File: src/rtl/eabb_pkg.sv
// Shared types, fixed-point constants and helper functions for the ellipse
// arc bounding box pipeline. No dependencies.
`default_nettype none

package eabb_pkg;

  // Lane and datapath widths
  localparam int VW = 50;   // vectoring lane x/y (a*Xd, b*Yd plus gain)
  localparam int ZW = 34;   // CORDIC angle accumulator, Q30
  localparam int RW = 34;   // rotation lane x/y, Q2.30
  localparam int PW = 38;   // evaluated point coordinate
  localparam int NRED = 10; // values reduced modulo 2*pi per word

  // Angle constants, Q7.24
  localparam logic [26:0]        TWO_PI   = 27'd105414357;
  localparam logic signed [33:0] TWO_PI_S = 34'sd105414357;
  localparam logic signed [33:0] PI_S     = 34'sd52707179;
  localparam logic signed [33:0] HALF_S   = 34'sd26353589;
  // 21 turns: lifts any 32-bit angle difference above zero
  localparam logic signed [34:0] OFFSET_S = 35'sd2213701497;
  // floor(2^50 / TWO_PI), quotient estimate that is low by at most one
  localparam logic [23:0]        RECIP    = 24'd10680707;

  // CORDIC gain, Q30
  localparam logic [29:0]          GAIN   = 30'd652032874;
  localparam logic signed [RW-1:0] GAIN_S = 34'sd652032874;

  typedef struct packed {
    logic signed [VW-1:0] x;
    logic signed [VW-1:0] y;
    logic signed [ZW-1:0] z;
  } vec_lane_t;

  typedef struct packed {
    logic signed [RW-1:0] x;
    logic signed [RW-1:0] y;
    logic signed [ZW-1:0] z;
  } rot_lane_t;

  // Per-word context that travels down the pipe
  typedef struct packed {
    logic signed [31:0] cx;
    logic signed [31:0] cy;
    logic [30:0]        ra;
    logic [30:0]        rb;
    logic signed [15:0] xdx;
    logic signed [15:0] xdy;
    logic signed [15:0] ydx;
    logic signed [15:0] ydy;
    logic signed [31:0] u1;
    logic signed [31:0] u2;
    logic               full;
    logic [1:0]         xdz;
    logic [1:0]         use_ax;
    logic [5:0]         neg;
    logic [3:0]         inc;
    logic [1:0][34:0]   amp;
  } ctx_t;

  typedef struct packed {
    logic                 v;
    logic signed [PW-1:0] lox;
    logic signed [PW-1:0] hix;
    logic signed [PW-1:0] loy;
    logic signed [PW-1:0] hiy;
  } box_t;

  typedef struct packed {
    logic signed [31:0] min_x;
    logic signed [31:0] min_y;
    logic signed [31:0] max_x;
    logic signed [31:0] max_y;
  } res_t;

  // atan(2^-k) in Q30
  function automatic logic signed [ZW-1:0] atan_q30(input logic [4:0] k);
    logic signed [ZW-1:0] r;
    case (k)
      5'd0:  r = 34'sd843314857;
      5'd1:  r = 34'sd497837829;
      5'd2:  r = 34'sd263043837;
      5'd3:  r = 34'sd133525159;
      5'd4:  r = 34'sd67021687;
      5'd5:  r = 34'sd33543516;
      5'd6:  r = 34'sd16775851;
      5'd7:  r = 34'sd8388437;
      5'd8:  r = 34'sd4194283;
      5'd9:  r = 34'sd2097149;
      5'd10: r = 34'sd1048576;
      5'd11: r = 34'sd524288;
      5'd12: r = 34'sd262144;
      5'd13: r = 34'sd131072;
      5'd14: r = 34'sd65536;
      5'd15: r = 34'sd32768;
      5'd16: r = 34'sd16384;
      5'd17: r = 34'sd8192;
      5'd18: r = 34'sd4096;
      5'd19: r = 34'sd2048;
      5'd20: r = 34'sd1024;
      5'd21: r = 34'sd512;
      5'd22: r = 34'sd256;
      5'd23: r = 34'sd128;
      5'd24: r = 34'sd64;
      5'd25: r = 34'sd32;
      5'd26: r = 34'sd16;
      5'd27: r = 34'sd8;
      5'd28: r = 34'sd4;
      5'd29: r = 34'sd2;
      5'd30: r = 34'sd1;
      default: r = '0;
    endcase
    return r;
  endfunction

  // Union of two boxes; an invalid side contributes nothing
  function automatic box_t box_merge(input box_t a, input box_t b);
    box_t r;
    if (!a.v) begin
      r = b;
    end else if (!b.v) begin
      r = a;
    end else begin
      r.v   = 1'b1;
      r.lox = (b.lox < a.lox) ? b.lox : a.lox;
      r.hix = (b.hix > a.hix) ? b.hix : a.hix;
      r.loy = (b.loy < a.loy) ? b.loy : a.loy;
      r.hiy = (b.hiy > a.hiy) ? b.hiy : a.hiy;
    end
    return r;
  endfunction

  // Clamp to the signed 32-bit range
  function automatic logic signed [31:0] sat32(input logic signed [38:0] v);
    logic signed [31:0] r;
    if (v > 39'sd2147483647) begin
      r = 32'sh7fffffff;
    end else if (v < -39'sd2147483648) begin
      r = 32'sh80000000;
    end else begin
      r = 32'(v);
    end
    return r;
  endfunction

endpackage

`default_nettype wire

File: src/rtl/eabb_rot_cell.sv
// One rotation CORDIC stage: drives the residual angle toward zero.
// Depends on eabb_pkg.
`default_nettype none

module eabb_rot_cell import eabb_pkg::*; #(
  parameter int STAGE = 0
) (
  input  logic      clk,
  input  logic      en,
  input  rot_lane_t lane_in,
  output rot_lane_t lane_out
);

  localparam logic [4:0] K = 5'(STAGE);

  logic signed [RW-1:0] dx;
  logic signed [RW-1:0] dy;
  logic signed [ZW-1:0] da;
  rot_lane_t            lane_next;

  // Rotate by +/- atan(2^-K) depending on the sign of z
  always_comb begin
    dx = lane_in.y >>> K;
    dy = lane_in.x >>> K;
    da = atan_q30(K);
    if (lane_in.z >= 0) begin
      lane_next.x = lane_in.x - dx;
      lane_next.y = lane_in.y + dy;
      lane_next.z = lane_in.z - da;
    end else begin
      lane_next.x = lane_in.x + dx;
      lane_next.y = lane_in.y - dy;
      lane_next.z = lane_in.z + da;
    end
  end

  // Hand the lane to the next cell
  always_ff @(posedge clk) begin
    if (en) begin
      lane_out <= lane_next;
    end
  end

endmodule

`default_nettype wire

File: config.mk
export PLATFORM = sky130hd
export DESIGN_NAME = eabb_rot_cell
export DESIGN_NICKNAME = d
export VERILOG_FILES = /design/src/rtl/eabb_pkg.sv /design/src/rtl/eabb_rot_cell.sv
export SDC_FILE = /design/constraint.sdc
export NUM_CORES = 1
export LEC_CHECK = 0
export BUFFER_PORTS_ARGS = -buffer_cell sky130_fd_sc_hd__clkbuf_2
export CAP_MARGIN = 20
export CORE_MARGIN = 5
export CORE_UTILIZATION = 32
export DETAILED_ROUTE_END_ITERATION = 8
export PLACE_DENSITY_LB_ADDON = 0.12
export SETUP_SLACK_MARGIN = 0.5
export SYNTH_ARGS = -nofsm -noshare
export SYNTH_HDL_FRONTEND = slang
export SYNTH_SLANG_ARGS = --single-unit
File: constraint.sdc
create_clock -name clk -period 8.1 [get_ports clk]
set_clock_uncertainty 0.15 [all_clocks]
set_input_delay 0.81 -clock clk [delete_from_list [all_inputs] [get_ports clk]]
set_output_delay 0.81 -clock clk [all_outputs]
set_load 0.01 [all_outputs]
Yosys cells after proc, flatten, opt, wreduce, memory -nomap -nowiden
Index checks and enable logic that the tools add are counted.

Logic and storage cells: 10. Input bits: 104. Output and inout bits: 102. Register bits after elaboration: 102.

$lt $le $gt $ge: 1. Add/sub/neg operators: 5. Mux-type cells: 1.

Operator list (number): 2-to-1 mux 102 bit (1); subtractor 34 bit (2); adder 34 x 31 -> 34 bit (second input constant) (1); adder 34 bit (1); greater-or-equal comparator 34 x 1 -> 1 bit (second input constant) (1); subtractor 34 x 31 -> 34 bit (second input constant) (1).

Longest topological paths before layout
Word-level depth: 2. Gate-level depth with buffers: 21. Depth with buffers taken out: 18.

Worst setup path after synthesis
Ideal clock, no wire load.

Path type: in2reg. Start point: input lane_in[33] (netlist bit). End point: register lane_out[29] (netlist bit) (data pin). Arrival time: 4958 ps. Cell stages on the path: 21. Setup time: 261 ps. Required time: 7689 ps. Path buffers: 3. Path slack: 2731 ps. Cells stage by stage: inv_1 -> ha_1 -> nor4b_1 -> nand4_1 -> nor4_1 -> and4_1 -> nand2b_1 -> buf_2 -> inv_2 -> buf_2 -> buf_1 -> ha_1 -> a211oi_2 -> o21bai_1 -> a221o_1 -> a21o_1 -> a221o_1 -> or3_4 -> a31oi_4 -> o21ai_2 -> xor2_1.

RTL lines: start, declared (RTL line eabb_rot_cell.sv:10) `input rot_lane_t lane_in,`; end signal, assigned (RTL line eabb_rot_cell.sv:40) `lane_out <= lane_next;`; end, declared (RTL line eabb_rot_cell.sv:11) `output rot_lane_t lane_out`.

==> flow_metrics.env <==
export IMPL_async_reset_ff_share_pct=0
export IMPL_outcome="finished clean"
export IMPL_ys_warn_count=0
export IMPL_vias=9961
export IMPL_peakVddDrop_mv=0.09523
export IMPL_top_regs="lane_out (101)"
export IMPL_layout_drive_gt1_share_pct=17.41
export IMPL_die_area_um2=36900
export IMPL_antenna_left=0
export IMPL_synthXorXnorAreaFrac_pct=7.511
export IMPL_yosysSeqAreaShare_pct=28.58
export IMPL_critPathKind="in2reg"
export IMPL_critPathLaunchType="primary input"
export IMPL_slew_headroom_pct=28.10
export IMPL_start_util_pct=32.53
export IMPL_worst_slew_pin_slew_ns=1.072
export IMPL_fin_crit_sh_pct=72.92
export IMPL_rsz0062_at_grt="no"
export IMPL_drt_pass1_iter_count=5
export IMPL_cts_resized=0
export IMPL_post_route_util_pct=37.61
export IMPL_synth_simple_area_share_pct=14.77
export IMPL_holdCritPathClass="in2reg"
export IMPL_drc=0
export IMPL_synth_cell_types=74
export IMPL_post_cts_repair_setup_buffers=0
export IMPL_synth_compound_area_share_pct=25.67
export IMPL_diodes=0
export IMPL_wl_per_cell_um=18.79
export IMPL_synth_area_mux_share_pct=1.049
export IMPL_grt_max_degree=52
export IMPL_critical_path_required_ns=8.06
export IMPL_stdcell_count=1861
export IMPL_grt_usage_pct=18.38
export IMPL_htreeDepth=3
export IMPL_synthCells=1245
export IMPL_die_h_um=192.1
export IMPL_cts_hold_buf=0
export IMPL_io_pins=206
export IMPL_hold_ws_ns=0.6264
export IMPL_first_iter_violations=856
export IMPL_drv_slew=0
export IMPL_gp_congestion=0.9088
export IMPL_fin_nets=1655
export IMPL_worstPathMaxFanout=35
export IMPL_largest_reg_flops=101
export IMPL_min_period_ns=5.906
export IMPL_grt_pass1_vias=9591
export IMPL_numCtsBuffers=9
export IMPL_power_density_nw_per_um2=159.7
export IMPL_die_x_um=192.1
export IMPL_wl_mm=34.96
export IMPL_num_rows=66
export IMPL_drt_vias_per_instance=5.352
export IMPL_syn_area_per_cell_um2=8.523
export IMPL_synthFlopType="edfxtp_1"
export IMPL_setup_violations=0
export IMPL_synth_top_family_by_area="compound AO/OA/AOI/OAI gates"
export IMPL_clockBufferDepth=2
export IMPL_top_register="lane_out"
export IMPL_coreArea_um2=32620
export IMPL_cts_tree="built"
export IMPL_yosys_area_share_adder_pct=16.32
export IMPL_synth_area_um2=10610
export IMPL_antenna_found_initial=0
export IMPL_synth_edf_count=101
export IMPL_tritoncts_num_sinks=101
export IMPL_p_leak_nw=5.454
export IMPL_grt_overflow=0
export IMPL_grt_pass1_wl_mm=53.55
export IMPL_clk_pin_slew_ns=0.08
export IMPL_layout_common_cells="clkbuf_2 (204), a21oi_1 (139), ha_1 (132), inv_1 (113), nor2_1 (109)"
export IMPL_synth_seq_cells=101
export IMPL_hold_violations=0
export IMPL_root_buffer="clkbuf_16"
export IMPL_post_dp_hpwl_mm=28.14
export IMPL_syn_num_nets=1485
export IMPL_fin_tns_setup_ns=0
export IMPL_dpl_cell_count=1846
export IMPL_portBuffers=205
export IMPL_crit_arrival_ns=5.86
export IMPL_area_growth_pct=15.61
export IMPL_placed_cell_area_um2=12000
export IMPL_p_total_mw=1.959
export IMPL_cp_end_kind="flip-flop"
export IMPL_timing_final_ws_setup_ns=2.194
export IMPL_final_common_cell="clkbuf_2"
export IMPL_fmax_mhz=169.3
export IMPL_final_area_um2=12270
export IMPL_pre_cts_slack_ns=1.806
export IMPL_cap_violations=0
-- cell families (layout without fill, tap and decap cells) --
family | Yosys count | count (layout)
compound gates | 423 | 423
xor+xnor | 91 | 91
fa+ha+maj | 136 | 136
buf+inv | 164 | 338
flops | 101 | 101
mux | 11 | 11
simple gates | 319 | 319
-- critical path: stages --
cell and delay (ns):
clkbuf_2 0.11, inv_1 0.07, ha_1 0.15, nor4b_1 0.23
nand4_1 0.11, nor4_1 0.31, and4_1 0.25, nand2b_2 0.64
inv_2 0.52, ha_1 0.51, and3_1 0.20, and3_1 0.18
a211oi_2 0.33, a311oi_2 0.21, a221o_1 0.42, or3_4 0.35
a31oi_4 0.21, o21ai_2 0.07, xor2_1 0.15
-- worst paths after layout --
| check | cells past startpoint | to | slack [ns] | startpoint |
|---|---|---|---|---|
| worst min-delay path | 2 | lane_out[0] | 0.63 | lane_in[0] |
| worst max-delay path | 19 | lane_out[29] | 2.19 | lane_in[33] |
-- cell type report --
cell class	count	area [um2]
repair buffers	208	1051
inverters	115	431.7
fillers	3423	20350
clock buffers	9	225.2
well taps	442	553.0
multi-input cells	980	6934
flip-flops and latches	101	3033
clock inverters	6	40.04
-- synth_stat cells (14+ instances only) --
master	number	area (um2)
xor2_1	17	148.9
nand2b_1	26	162.7
buf_2	14	70.07
o21ai_0	81	405.4
a21o_1	39	292.8
nand2_1	64	240.2
xnor2_1	74	648.1
a31oi_1	18	112.6
ha_1	132	1652
nor2_1	109	409.1
a21oi_1	139	695.7
nand3_1	17	85.08
a211oi_1	15	112.6
clkbuf_1	24	90.09
edfxtp_1	101	3033
inv_1	113	424.2
o21bai_1	34	255.2
nor3_1	22	110.1
-- report_power, final --
group / switching (mW) / internal [mW] / leakage (nW) / total (mW)
sequential: 0.0288 / 0.694 / 0.989 / 0.723
clock: 0.212 / 0.207 / 0.131 / 0.420
combinational: 0.507 / 0.310 / 4.33 / 0.816
total: 0.748 / 1.21 / 5.45 / 1.96
-- metal layers --
metal / vias to the layer above / share of wire, % / track usage (%)
met2: 353 / 44 / 28.70
met3: 26 / 6.6 / 2.690
met1: 4733 / 48 / 27.01
li1: 4849 / - / -
met5: - / 0 / 0
met4: 0 / 1.2 / 3.812
No activity file was read; power rests on OpenSTA's default activity.
